`config.mk`:
```
export PLATFORM = sky130hd
export DESIGN_NAME = fractional_tick_scheduler_flat
export DESIGN_NICKNAME = d
export VERILOG_FILES = /design/src/rtl/core/fts_pkg.sv /design/src/rtl/core/fts_if.sv /design/src/rtl/core/fts_regs.sv /design/src/rtl/core/fts_ctrl.sv /design/src/rtl/core/fts_dp.sv /design/src/rtl/core/fractional_tick_scheduler.sv /design/src/flat_wrapper.sv
export SDC_FILE = /design/constraint.sdc
export NUM_CORES = 2
export LEC_CHECK = 0
export BUFFER_PORTS_ARGS = -buffer_cell sky130_fd_sc_hd__buf_4
export CORE_MARGIN = 1.5
export CORE_UTILIZATION = 45
export DETAILED_ROUTE_END_ITERATION = 8
export GPL_TIMING_DRIVEN = 0
export SKIP_CTS_REPAIR_TIMING = 1
export SYNTH_ARGS = -nofsm -noshare
export SYNTH_HDL_FRONTEND = slang
export SYNTH_SLANG_ARGS = --single-unit
```
`constraint.sdc`:
```
create_clock -name i_clk -period 18.8 [get_ports i_clk]
set_input_delay 3.76 -clock i_clk [delete_from_list [all_inputs] [get_ports i_clk]]
set_output_delay 3.76 -clock i_clk [all_outputs]
set_load 0.005 [all_outputs]
```
`src/rtl/core/fts_pkg.sv`:
```
`default_nettype none
package fts_pkg;

    localparam int STEP_W   = 24;
    localparam int LIMIT_W  = 16;
    localparam int ADDED_W  = 17;
    localparam int SECS_W   = 23;
    localparam int APB_AW   = 4;
    localparam int APB_DW   = 32;

    localparam logic [STEP_W-1:0]  STEP_RESET    = 24'd1089590;
    localparam logic [LIMIT_W-1:0] CATCHUP_RESET = 16'd256;
    localparam logic [LIMIT_W-1:0] SETBACK_RESET = 16'd256;

    localparam logic [1:0] REG_STEP    = 2'd0;
    localparam logic [1:0] REG_CATCHUP = 2'd1;
    localparam logic [1:0] REG_SETBACK = 2'd2;

    localparam logic OP_START  = 1'b0;
    localparam logic OP_SAMPLE = 1'b1;

    localparam int MS_PER_SECOND = 1000;

    // ms / 1000 as (ms * DIV_MAGIC) >> DIV_SHIFT, exact for every 32-bit reading
    localparam int              MAGIC_W   = 29;
    localparam logic [MAGIC_W-1:0] DIV_MAGIC = 29'd274877907;
    localparam int              DIV_SHIFT = 38;
    localparam int              PROD_W    = 32 + MAGIC_W;

    typedef struct packed {
        logic [STEP_W-1:0]  step_increment;
        logic [LIMIT_W-1:0] catchup_limit;
        logic [LIMIT_W-1:0] setback_limit;
    } t_cfg;

    typedef struct packed {
        logic load;
        logic div_step;
        logic eval;
        logic loop_step;
        logic finish;
    } t_cmd;

    typedef struct packed {
        logic need_loop;
        logic loop_go;
    } t_status;

endpackage
`default_nettype wire

```
`src/rtl/core/fts_if.sv`:
```
`default_nettype none
interface fts_in_if;
    logic        valid;
    logic        ready;
    logic        op;
    logic [31:0] time_ms;

    modport source (output valid, output op, output time_ms, input ready);
    modport sink   (input valid, input op, input time_ms, output ready);
endinterface

interface fts_out_if;
    logic        valid;
    logic        ready;
    logic        ticked;
    logic [16:0] ticks_added;
    logic [31:0] tick_total;
    logic        interrupted;
    logic        clock_set_back;
    logic [22:0] seconds_now;
    logic        seconds_changed;

    modport source (
        output valid, output ticked, output ticks_added, output tick_total,
        output interrupted, output clock_set_back, output seconds_now,
        output seconds_changed, input ready
    );
    modport sink (
        input valid, input ticked, input ticks_added, input tick_total,
        input interrupted, input clock_set_back, input seconds_now,
        input seconds_changed, output ready
    );
endinterface
`default_nettype wire

```
`src/rtl/core/fts_regs.sv`:
```
`default_nettype none
module fts_regs import fts_pkg::*; (
    input  wire logic              i_clk,
    input  wire logic              i_rst_n,
    input  wire logic              psel,
    input  wire logic              penable,
    input  wire logic              pwrite,
    input  wire logic [APB_AW-1:0] paddr,
    input  wire logic [APB_DW-1:0] pwdata,
    output logic      [APB_DW-1:0] prdata,
    output logic                   pready,
    output t_cfg                   o_cfg
);

    t_cfg       r_cfg;
    logic [1:0] w_idx;
    logic       w_wr;

    assign w_idx  = paddr[3:2];
    assign w_wr   = psel && penable && pwrite;
    assign pready = 1'b1;
    assign o_cfg  = r_cfg;

    always_ff @(posedge i_clk) begin
        if (!i_rst_n) begin
            r_cfg.step_increment <= STEP_RESET;
            r_cfg.catchup_limit  <= CATCHUP_RESET;
            r_cfg.setback_limit  <= SETBACK_RESET;
        end else if (w_wr) begin
            case (w_idx)
                REG_STEP:    r_cfg.step_increment <= pwdata[STEP_W-1:0];
                REG_CATCHUP: r_cfg.catchup_limit  <= pwdata[LIMIT_W-1:0];
                REG_SETBACK: r_cfg.setback_limit  <= pwdata[LIMIT_W-1:0];
                default: begin
                end
            endcase
        end
    end

    always_comb begin
        case (w_idx)
            REG_STEP:    prdata = APB_DW'(r_cfg.step_increment);
            REG_CATCHUP: prdata = APB_DW'(r_cfg.catchup_limit);
            REG_SETBACK: prdata = APB_DW'(r_cfg.setback_limit);
            default:     prdata = '0;
        endcase
    end

endmodule
`default_nettype wire

```
`src/rtl/core/fts_ctrl.sv`:
```
`default_nettype none
module fts_ctrl import fts_pkg::*; (
    input  wire logic i_clk,
    input  wire logic i_rst_n,
    input  wire logic i_in_valid,
    output logic      o_in_ready,
    output logic      o_out_valid,
    input  wire logic i_out_ready,
    input  t_status   i_status,
    output t_cmd      o_cmd
);

    localparam logic [2:0] S_IDLE = 3'd0;
    localparam logic [2:0] S_DIV  = 3'd1;
    localparam logic [2:0] S_EVAL = 3'd2;
    localparam logic [2:0] S_LOOP = 3'd3;
    localparam logic [2:0] S_DONE = 3'd4;

    logic [2:0]           r_state, n_state;
    logic                 r_out_valid, n_out_valid;

    assign o_in_ready  = (r_state == S_IDLE);
    assign o_out_valid = r_out_valid;

    always_comb begin
        n_state = r_state;
        o_cmd   = '0;
        case (r_state)
            S_IDLE: begin
                if (i_in_valid) begin
                    o_cmd.load = 1'b1;
                    n_state    = S_DIV;
                end
            end
            S_DIV: begin
                o_cmd.div_step = 1'b1;
                n_state        = S_EVAL;
            end
            S_EVAL: begin
                o_cmd.eval = 1'b1;
                n_state    = i_status.need_loop ? S_LOOP : S_DONE;
            end
            S_LOOP: begin
                if (i_status.loop_go) begin
                    o_cmd.loop_step = 1'b1;
                end else begin
                    n_state = S_DONE;
                end
            end
            S_DONE: begin
                if (!r_out_valid || i_out_ready) begin
                    o_cmd.finish = 1'b1;
                    n_state      = S_IDLE;
                end
            end
            default: n_state = S_IDLE;
        endcase
    end

    always_comb begin
        if (o_cmd.finish) begin
            n_out_valid = 1'b1;
        end else if (i_out_ready) begin
            n_out_valid = 1'b0;
        end else begin
            n_out_valid = r_out_valid;
        end
    end

    always_ff @(posedge i_clk) begin
        if (!i_rst_n) begin
            r_state     <= S_IDLE;
            r_out_valid <= 1'b0;
        end else begin
            r_state     <= n_state;
            r_out_valid <= n_out_valid;
        end
    end

    a_finish_slot_free: assert property (@(posedge i_clk) disable iff (!i_rst_n)
        o_cmd.finish |-> (!r_out_valid || i_out_ready))
        else $error("result overwrote a pending one");

    a_accept_starts_div: assert property (@(posedge i_clk) disable iff (!i_rst_n)
        (i_in_valid && o_in_ready) |=> (r_state == S_DIV))
        else $error("request did not start division");

    a_one_cmd: assert property (@(posedge i_clk) disable iff (!i_rst_n)
        $onehot0(o_cmd))
        else $error("more than one datapath command");

    a_loop_only_on_go: assert property (@(posedge i_clk) disable iff (!i_rst_n)
        o_cmd.loop_step |-> (r_state == S_LOOP && i_status.loop_go))
        else $error("catch-up step without go");

endmodule
`default_nettype wire

```
`src/rtl/core/fts_dp.sv`:
```
`default_nettype none
module fts_dp import fts_pkg::*; #(
    parameter int FRAC_BITS = 16
) (
    input  wire logic              i_clk,
    input  wire logic              i_rst_n,
    input  t_cfg                   i_cfg,
    input  t_cmd                   i_cmd,
    output t_status                o_status,
    input  wire logic              i_op,
    input  wire logic [31:0]       i_time_ms,
    output logic                   o_ticked,
    output logic [ADDED_W-1:0]     o_ticks_added,
    output logic [31:0]            o_tick_total,
    output logic                   o_interrupted,
    output logic                   o_clock_set_back,
    output logic [SECS_W-1:0]      o_seconds_now,
    output logic                   o_seconds_changed
);

    localparam int ACC_W = ((FRAC_BITS > STEP_W) ? FRAC_BITS : STEP_W) + 1;

    logic [31:0]          r_last;
    logic [31:0]          r_due_ms;
    logic [FRAC_BITS-1:0] r_due_frac;
    logic [31:0]          r_ticks;
    logic [SECS_W-1:0]    r_cur_sec;

    logic                 r_op;
    logic [31:0]          r_reading;
    logic [SECS_W-1:0]    r_quo;
    logic [ADDED_W-1:0]   r_added;
    logic                 r_intr;
    logic                 r_setback;

    logic [ACC_W-1:0]     w_acc;
    logic [31:0]          w_adv_ms;
    logic [FRAC_BITS-1:0] w_adv_frac;
    logic [31:0]          w_rst_ms;
    logic [FRAC_BITS-1:0] w_rst_frac;
    logic [31:0]          w_diff;
    logic                 w_late;
    logic                 w_over;
    logic [32:0]          w_sb_sum;
    logic                 w_under;
    logic                 w_new;
    logic [PROD_W-1:0]    w_prod;
    logic [SECS_W-1:0]    w_secs;

    assign w_acc      = ACC_W'(r_due_frac) + ACC_W'(i_cfg.step_increment);
    assign w_adv_ms   = r_due_ms + 32'(w_acc >> FRAC_BITS);
    assign w_adv_frac = w_acc[FRAC_BITS-1:0];
    assign w_rst_ms   = r_reading + 32'(i_cfg.step_increment >> FRAC_BITS);
    assign w_rst_frac = i_cfg.step_increment[FRAC_BITS-1:0];

    assign w_diff   = r_reading - r_due_ms;
    assign w_late   = !w_diff[31];
    assign w_over   = w_diff > 32'(i_cfg.catchup_limit);
    assign w_sb_sum = {w_diff[31], w_diff} + 33'(i_cfg.setback_limit);
    assign w_under  = w_sb_sum[32];
    assign w_new    = (r_reading != r_last);

    assign w_prod = PROD_W'(r_reading) * PROD_W'(DIV_MAGIC);
    assign w_secs = r_quo;

    assign o_status.need_loop = (r_op == OP_SAMPLE) && w_new && w_late && !w_over;
    assign o_status.loop_go   = w_late && !r_added[ADDED_W-1];

    always_ff @(posedge i_clk) begin
        if (i_cmd.load) begin
            r_op      <= i_op;
            r_reading <= i_time_ms;
            r_added   <= '0;
            r_intr    <= 1'b0;
            r_setback <= 1'b0;
        end
        if (i_cmd.div_step) begin
            r_quo <= w_prod[DIV_SHIFT +: SECS_W];
        end
        if (i_cmd.eval && r_op == OP_SAMPLE && w_new) begin
            if (w_late && w_over) begin
                r_added <= ADDED_W'(1);
                r_intr  <= 1'b1;
            end else if (!w_late && w_under) begin
                r_setback <= 1'b1;
            end
        end
        if (i_cmd.loop_step) begin
            r_added <= r_added + 1'b1;
        end
        if (i_cmd.finish) begin
            o_ticked          <= (r_added != '0);
            o_ticks_added     <= r_added;
            o_tick_total      <= r_ticks;
            o_interrupted     <= r_intr;
            o_clock_set_back  <= r_setback;
            o_seconds_now     <= w_secs;
            o_seconds_changed <= (r_op == OP_SAMPLE) && (r_cur_sec != w_secs);
        end
    end

    always_ff @(posedge i_clk) begin
        if (!i_rst_n) begin
            r_last     <= '0;
            r_due_ms   <= '0;
            r_due_frac <= '0;
            r_ticks    <= '0;
            r_cur_sec  <= '0;
        end else begin
            if (i_cmd.eval) begin
                if (r_op == OP_START) begin
                    r_last     <= r_reading;
                    r_due_ms   <= w_rst_ms;
                    r_due_frac <= w_rst_frac;
                end else if (w_new) begin
                    r_last <= r_reading;
                    if (w_late && w_over) begin
                        r_ticks    <= r_ticks + 1'b1;
                        r_due_ms   <= w_rst_ms;
                        r_due_frac <= w_rst_frac;
                    end else if (!w_late && w_under) begin
                        r_due_ms   <= w_rst_ms;
                        r_due_frac <= w_rst_frac;
                    end
                end
            end
            if (i_cmd.loop_step) begin
                r_ticks    <= r_ticks + 1'b1;
                r_due_ms   <= w_adv_ms;
                r_due_frac <= w_adv_frac;
            end
            if (i_cmd.finish) begin
                r_cur_sec <= w_secs;
            end
        end
    end

endmodule
`default_nettype wire

```
`src/rtl/core/fractional_tick_scheduler.sv`:
```
// Paces a tick counter against a free-running millisecond reading with a
// fractional phase accumulator (FRAC_BITS fraction bits in step_increment).
// One result per request. A request passes through accept, a reciprocal
// multiply for the seconds value and evaluate; when it catches up ticks, a
// catch-up state then adds one tick per cycle through the accumulator adder,
// before the hand-off to the output register. The next request is accepted
// while a result waits in the output register; a result is held until taken,
// and the hand-off of the following one waits until the output register frees.
`default_nettype none
module fractional_tick_scheduler import fts_pkg::*; #(
    parameter int FRAC_BITS = 16
) (
    input  wire logic              i_clk,
    input  wire logic              i_rst_n,
    fts_in_if.sink                 i_in,
    fts_out_if.source              o_out,
    input  wire logic              psel,
    input  wire logic              penable,
    input  wire logic              pwrite,
    input  wire logic [APB_AW-1:0] paddr,
    input  wire logic [APB_DW-1:0] pwdata,
    output logic      [APB_DW-1:0] prdata,
    output logic                   pready
);

    t_cfg    w_cfg;
    t_cmd    w_cmd;
    t_status w_status;

    fts_regs u_regs (
        .i_clk   (i_clk),
        .i_rst_n (i_rst_n),
        .psel    (psel),
        .penable (penable),
        .pwrite  (pwrite),
        .paddr   (paddr),
        .pwdata  (pwdata),
        .prdata  (prdata),
        .pready  (pready),
        .o_cfg   (w_cfg)
    );

    fts_ctrl u_ctrl (
        .i_clk       (i_clk),
        .i_rst_n     (i_rst_n),
        .i_in_valid  (i_in.valid),
        .o_in_ready  (i_in.ready),
        .o_out_valid (o_out.valid),
        .i_out_ready (o_out.ready),
        .i_status    (w_status),
        .o_cmd       (w_cmd)
    );

    fts_dp #(
        .FRAC_BITS (FRAC_BITS)
    ) u_dp (
        .i_clk             (i_clk),
        .i_rst_n           (i_rst_n),
        .i_cfg             (w_cfg),
        .i_cmd             (w_cmd),
        .o_status          (w_status),
        .i_op              (i_in.op),
        .i_time_ms         (i_in.time_ms),
        .o_ticked          (o_out.ticked),
        .o_ticks_added     (o_out.ticks_added),
        .o_tick_total      (o_out.tick_total),
        .o_interrupted     (o_out.interrupted),
        .o_clock_set_back  (o_out.clock_set_back),
        .o_seconds_now     (o_out.seconds_now),
        .o_seconds_changed (o_out.seconds_changed)
    );

endmodule
`default_nettype wire

```
`src/flat_wrapper.sv`:
```
// flat-port wrapper written by rule: the top's interface ports become plain ports
module fractional_tick_scheduler_flat import fts_pkg::*;
#(
    parameter int FRAC_BITS = 16
)
  (i_clk, i_rst_n, psel, penable, pwrite, paddr, pwdata, prdata, pready, i_in_valid, i_in_op, i_in_time_ms, i_in_ready, o_out_valid, o_out_ticked, o_out_ticks_added, o_out_tick_total, o_out_interrupted, o_out_clock_set_back, o_out_seconds_now, o_out_seconds_changed, o_out_ready);
  fts_in_if i_in_i ();
  fts_out_if o_out_i ();
  input  wire logic i_clk;
  input  wire logic i_rst_n;
  input  wire logic psel;
  input  wire logic penable;
  input  wire logic pwrite;
  input  wire logic [APB_AW-1:0] paddr;
  input  wire logic [APB_DW-1:0] pwdata;
  output logic      [APB_DW-1:0] prdata;
  output logic pready;
  input wire logic [$bits(i_in_i.valid)-1:0] i_in_valid;
  input wire logic [$bits(i_in_i.op)-1:0] i_in_op;
  input wire logic [$bits(i_in_i.time_ms)-1:0] i_in_time_ms;
  output wire logic [$bits(i_in_i.ready)-1:0] i_in_ready;
  output wire logic [$bits(o_out_i.valid)-1:0] o_out_valid;
  output wire logic [$bits(o_out_i.ticked)-1:0] o_out_ticked;
  output wire logic [$bits(o_out_i.ticks_added)-1:0] o_out_ticks_added;
  output wire logic [$bits(o_out_i.tick_total)-1:0] o_out_tick_total;
  output wire logic [$bits(o_out_i.interrupted)-1:0] o_out_interrupted;
  output wire logic [$bits(o_out_i.clock_set_back)-1:0] o_out_clock_set_back;
  output wire logic [$bits(o_out_i.seconds_now)-1:0] o_out_seconds_now;
  output wire logic [$bits(o_out_i.seconds_changed)-1:0] o_out_seconds_changed;
  input wire logic [$bits(o_out_i.ready)-1:0] o_out_ready;
  assign i_in_i.valid = i_in_valid;
  assign i_in_i.op = i_in_op;
  assign i_in_i.time_ms = i_in_time_ms;
  assign i_in_ready = i_in_i.ready;
  assign o_out_valid = o_out_i.valid;
  assign o_out_ticked = o_out_i.ticked;
  assign o_out_ticks_added = o_out_i.ticks_added;
  assign o_out_tick_total = o_out_i.tick_total;
  assign o_out_interrupted = o_out_i.interrupted;
  assign o_out_clock_set_back = o_out_i.clock_set_back;
  assign o_out_seconds_now = o_out_i.seconds_now;
  assign o_out_seconds_changed = o_out_i.seconds_changed;
  assign o_out_i.ready = o_out_ready;
  fractional_tick_scheduler #(.FRAC_BITS(FRAC_BITS)) u_core (.i_clk(i_clk), .i_rst_n(i_rst_n), .i_in(i_in_i), .o_out(o_out_i), .psel(psel), .penable(penable), .pwrite(pwrite), .paddr(paddr), .pwdata(pwdata), .prdata(prdata), .pready(pready));
endmodule
```
Yosys cells after proc, flatten, opt, wreduce, memory -nomap -nowiden:

Index checks and enable logic that the tools add are counted.

* input port bits: 76
* register bits after elaboration: 346
* word-level logic and storage cells: 123
* output and inout bits: 111

* eq/ne operators: 14
* reduce and logical (&&, ||, !) cells: 31
* $add $sub $neg: 7
* multiplexer cells: 46
* multipliers: 1
* $lt $le $gt $ge: 1

Operator list (number)
* 32-bit two-way mux: 13
* 16-bit two-way mux: 6
* 24-bit one-hot mux with 3 select lines: 1
* 17-bit two-way mux: 4
* 32-bit by 29-bit multiplier with 61-bit output, second input constant: 1
* 32-bit by 17-bit adder with 33-bit output: 1
* 32-bit by 1-bit adder with 32-bit output, second input constant: 1
* 32-bit by 8-bit adder with 32-bit output: 1
* 32-bit by 9-bit adder with 32-bit output: 1
* 32-bit by 16-bit > comparator with 1-bit output: 1
* 32-bit inequality test: 1
* 32-bit subtractor: 1
* 16-bit by 24-bit adder with 25-bit output: 1
* 23-bit inequality test: 1
* 17-bit by 1-bit adder with 17-bit output, second input constant: 1
* 1-bit two-way mux: 17
* 17-bit nonzero test: 1
* 3-bit one-hot mux with 5 select lines: 1
* 3-bit two-way mux: 4
* 1-bit logical AND: 11
* 2-bit nonzero test: 5
* 2-bit AND reduction: 4
* 3-bit by 2-bit equality test with 1-bit output, second input constant: 2
* 2-bit inequality test, second input constant: 3
* other kinds (13): 17

Depth between registers and ports, before layout:

* depth after elaboration: 9
* gate-level depth with buffers: 28
* mapped depth without buffers: 28

Hierarchy:

A second synthesis with hierarchy kept.

* cell total of the unflattened synthesis: 3432
* area, all modules: 33294.4 µm²

Modules (own cells, without submodules)
* fts_dp: area each 30309.1 µm², seq. area each 7046.8 µm², cells an instance 3098, instances 1
* fts_regs: area each 2675.1 µm², seq. area each 1121.1 µm², cells an instance 294, instances 1
* fts_ctrl: area each 310.3 µm², seq. area each 80.1 µm², cells an instance 40, instances 1

Least setup slack after synthesis:

OpenSTA, ideal clock, no wires.

* kind: input-to-output
* from: input port paddr[2]
* to: output port prdata[10]
* data arrival time: 4.935 ns
* required time: 15.040 ns
* slack: 10.105 ns
* stages: 4
* path buffers: 2
* path through: buf_1 clkbuf_1 mux2i_1 o21ai_0

* cells in the longest elaborated chain, start to end: 2
* elaborated cells between the ends (all ways): 4
* those cells by class: eq/ne: 2; mux: 1; reduce/logical: 1

Ends and longest elaborated chain
* from (decl): RTL line flat_wrapper.sv:14 `input wire logic [APB_AW-1:0] paddr;`
* 2-bit equality test, or another cell as far along: RTL line fts_regs.sv:41 `case (w_idx)`
* 24-bit one-hot mux with 3 select lines (*): RTL line fts_regs.sv:41
* to (decl): RTL line flat_wrapper.sv:16 `output logic [APB_DW-1:0] prdata;`

Mark *: on every way between the ends. The rest lies on a longest branch, timed or not.

Worst setup path after layout:

* from: input port paddr[2]
* to: output port prdata[11]

The elaborated chain is that of the path after synthesis.

==> results by group <==
Detailed routing
  • Average wire per standard cell: 20.8 um
  • Count of unresolved DRC violations after routing: 0
  • Final ANT Viol Nets: 0
  • Vias per Instance: 5.41
  • Routed vias: around 25000
  • Detailed-router iteration count before antenna repair: 7
  • Total routed wirelength: approximately 97000 um
  • 1st-iter DRT viols: 1616

GRT
  • Via count of the first global-routing pass: between 20000 and 25000
  • Global-route wire length before repair: between 100000 and 150000 um
  • Maximum number of pins on one net before global-route repair: 37
  • Antenna violations before repair: 0
  • Total Routing Usage GR: 0.265
  • Total gr overflow: 0

Logic synthesis
  • Number of storage elements in the synthesis netlist: 346
  • Syn Std Cell Area: 32600 um^2
  • Mean Syn Cell Area: between 9 and 10 um^2
  • Prevailing post-synth register cell: dfxtp_1
  • FFs w/ async S/R, synth: 0
  • Number of distinct library cell variants in the gate-level netlist after synthesis: 89
  • Gate count of the mapped netlist: about 3500
  • Number of enable flip-flop cells after synthesis: 132
  • Sequential-to-total area share from yosys stat: 0.253
  • Yosys warning total: 0

STA
  • Final hold violations: 0
  • Setup skew after layout: about 0.028 ns
  • Final min period: 9.54 ns
  • Share of the cycle needed by the critical path after routing: 0.507
  • RSZ-0062 raised after global routing: false
  • Max-slew headroom at the worst pin: 0.0916
  • Worst-Margin Slew: around 1.4 ns
  • F_max: ~100 MHz
  • Post-Route Setup TNS: 0 ns
  • Fin. max-slew vios: 0
  • Setup violations, final: 0

Clock network
  • Number of buffers created by CTS: 41
  • Clock tree from TritonCTS: done
  • Root buffer selected by CTS: clkbuf_16
  • Clock-pin slew on the worst setup and hold paths: 0.07 ns
  • Deepest level of the CTS H-tree: 2
  • Worst-Skew Late Latency: 0.60 ns
  • Sinks on the clock net: 346
  • Longest Clk Path Bufs: 3

Floorplanning
  • Die area: 74200 um^2
  • Core Area: ~72000 um^2
  • Starting utilization of the core area: 0.456
  • X dimension of the die: 272 um
  • IO Count: about 190
  • Y dimension of the die: 272 um
  • Standard-cell row count: 98

Setup path
  • Critical path peak fanout: 10
  • Worst setup startpoint: paddr[2]
  • Data required time of the worst path: between 15 and 20 ns
  • Endpoint type of the worst setup path: output port
  • Type of the setup path with the least slack: in2out
  • Startpoint Class: input port
  • Startpoint of the lowest-slack register-to-register path: u_core.u_dp.r_reading[22]
  • Data arrival time of the critical path: between 5 and 6 ns

Hold path
  • Start point of the worst hold path: u_core.u_dp.r_setback
  • Path type of the worst min-delay path: reg2reg

Place
  • Count of input and output buffers: about 170
  • Post-DP HPWL: approximately 76000 um
  • Routability congestion estimate from global placement: ~0.96

Run status
  • Result of the run: completed

Finish
  • Antenna diode instance count: 0
  • Synth-to-layout area growth: 12.2%
  • Number of nets in the finished design: about 4500
  • Share of layout cells above drive strength 1: 0.0791

Run
  • Number of maximum-capacitance constraint violations: 0
[per-stage QoR]
step	hold WS [ns]	instances	cell area [um^2]	setup slack [ns]	utilization
floorplan	0.408	3469	32700	10.10	-
global placement	0.432	4585	35100	9.05	0.490
detailed placement	0.426	4590	35200	9.21	0.491
CTS	0.447	4665	36600	9.22	0.512
global route	0.474	4665	36600	9.14	0.512
finish	0.439	4665	36600	9.26	0.512
[final cells by class]
| class | instances | area [um^2] |
|---|---|---|
| fillers | 6784 | 35000 |
| multi-input cells | 2428 | 21700 |
| flip-flops and latches | 346 | 8250 |
| inverters | 591 | 2220 |
| repair buffers | 171 | 1320 |
| well taps | 950 | 1190 |
| clock buffers | 56 | 1170 |
| plain buffers | 104 | 478 |
| clock inverters | 19 | 278 |
[sequential cells by signal (all words and copies together) (netlist names)]
register / flops
u_core.u_dp.r_added: 17
u_core.u_dp.r_op: 1
u_core.u_dp.o_ticked: 1
u_core.u_dp.o_seconds_now: 23
u_core.u_dp.o_ticks_added: 17
u_core.u_dp.r_due_frac: 16
u_core.u_dp.r_intr: 1
u_core.u_dp.r_reading: 32
u_core.u_dp.o_tick_total: 32
u_core.u_dp.o_interrupted: 1
u_core.u_dp.r_last: 32
u_core.u_dp.r_quo: 23
u_core.u_dp.r_ticks: 32
u_core.u_dp.r_due_ms: 32
u_core.u_ctrl.o_out_valid: 1
u_core.u_regs.o_cfg: 56
u_core.u_dp.r_setback: 1
u_core.u_dp.o_seconds_changed: 1
u_core.u_ctrl.r_state: 3
u_core.u_dp.o_clock_set_back: 1
u_core.u_dp.r_cur_sec: 23
[path summary, 6_finish.rpt]
check	cells past startpoint	endpoint	slack (ns)
worst max-delay path	6	prdata[11]	9.26
worst min register to register	0	u_core.u_dp.o_clock_set_back	0.44
worst max register to register	25	u_core.u_dp.r_quo[21]	9.52
worst min-delay path	0	u_core.u_dp.o_clock_set_back	0.44
[critical path: stages]
cell and delay, ns:
buf_4 0.11, buf_1 0.55, clkbuf_1 0.64, mux2i_1 0.20
o21ai_0 0.33, buf_4 0.18
[kinds of logic (layout without fill, tap and decap cells)]
kind of cell,Yosys count,after routing,synth area share
fa+ha+maj,788,788,0.371
flops,346,346,0.253
xor+xnor,162,162,0.0435
simple gates,818,818,0.119
mux,50,50,0.0153
buf+inv,695,941,0.0826
compound gates,601,601,0.115
other cells,2,9,0.000230
[layer usage]
| layer | routed length [um] | track usage | part of all wire | vias to the layer above |
|---|---|---|---|---|
| met5 | 0 | 0 | 0 | - |
| met4 | 3350 | 0.0908 | 0.034 | 0 |
| met3 | 4620 | 0.0290 | 0.047 | 143 |
| met2 | 46200 | 0.441 | 0.48 | 660 |
| met1 | 43000 | 0.359 | 0.44 | 12294 |
| li1 | - | - | - | 12128 |
[cells in the mapped netlist (25+ instances only)]
master / number / share of area
nand2_1: 315 / 0.036
nor2b_1: 25 / 0.0048
or3_1: 30 / 0.0057
clkbuf_1: 67 / 0.0077
fa_1: 302 / 0.19
nand4_1: 54 / 0.010
nor3_1: 45 / 0.0069
nor2_1: 146 / 0.017
ha_1: 486 / 0.19
mux2i_1: 50 / 0.015
nor4_1: 28 / 0.0054
a211oi_1: 26 / 0.0060
xor2_1: 86 / 0.023
dfxtp_1: 214 / 0.13
nand3_1: 82 / 0.013
o21ai_0: 146 / 0.022
and3_1: 27 / 0.0052
a21o_1: 59 / 0.014
edfxtp_1: 132 / 0.12
a21oi_1: 219 / 0.034
inv_1: 590 / 0.068
xnor2_1: 76 / 0.020
[layout by cell type (no fill, tap or decap), types with 76 or more instances in the layout]
| cell | n |
|---|---|
| nand2_1 | 315 |
| buf_4 | 176 |
| nand3_1 | 82 |
| inv_1 | 589 |
| fa_1 | 302 |
| ha_1 | 486 |
| xnor2_1 | 76 |
| edfxtp_1 | 132 |
| a21oi_1 | 219 |
| o21ai_0 | 146 |
| nor2_1 | 146 |
| xor2_1 | 86 |
| dfxtp_1 | 214 |
Power is left out: the tool's default activity adds up to more than one toggle a clock period on the data nets, which glitch-free logic cannot reach.
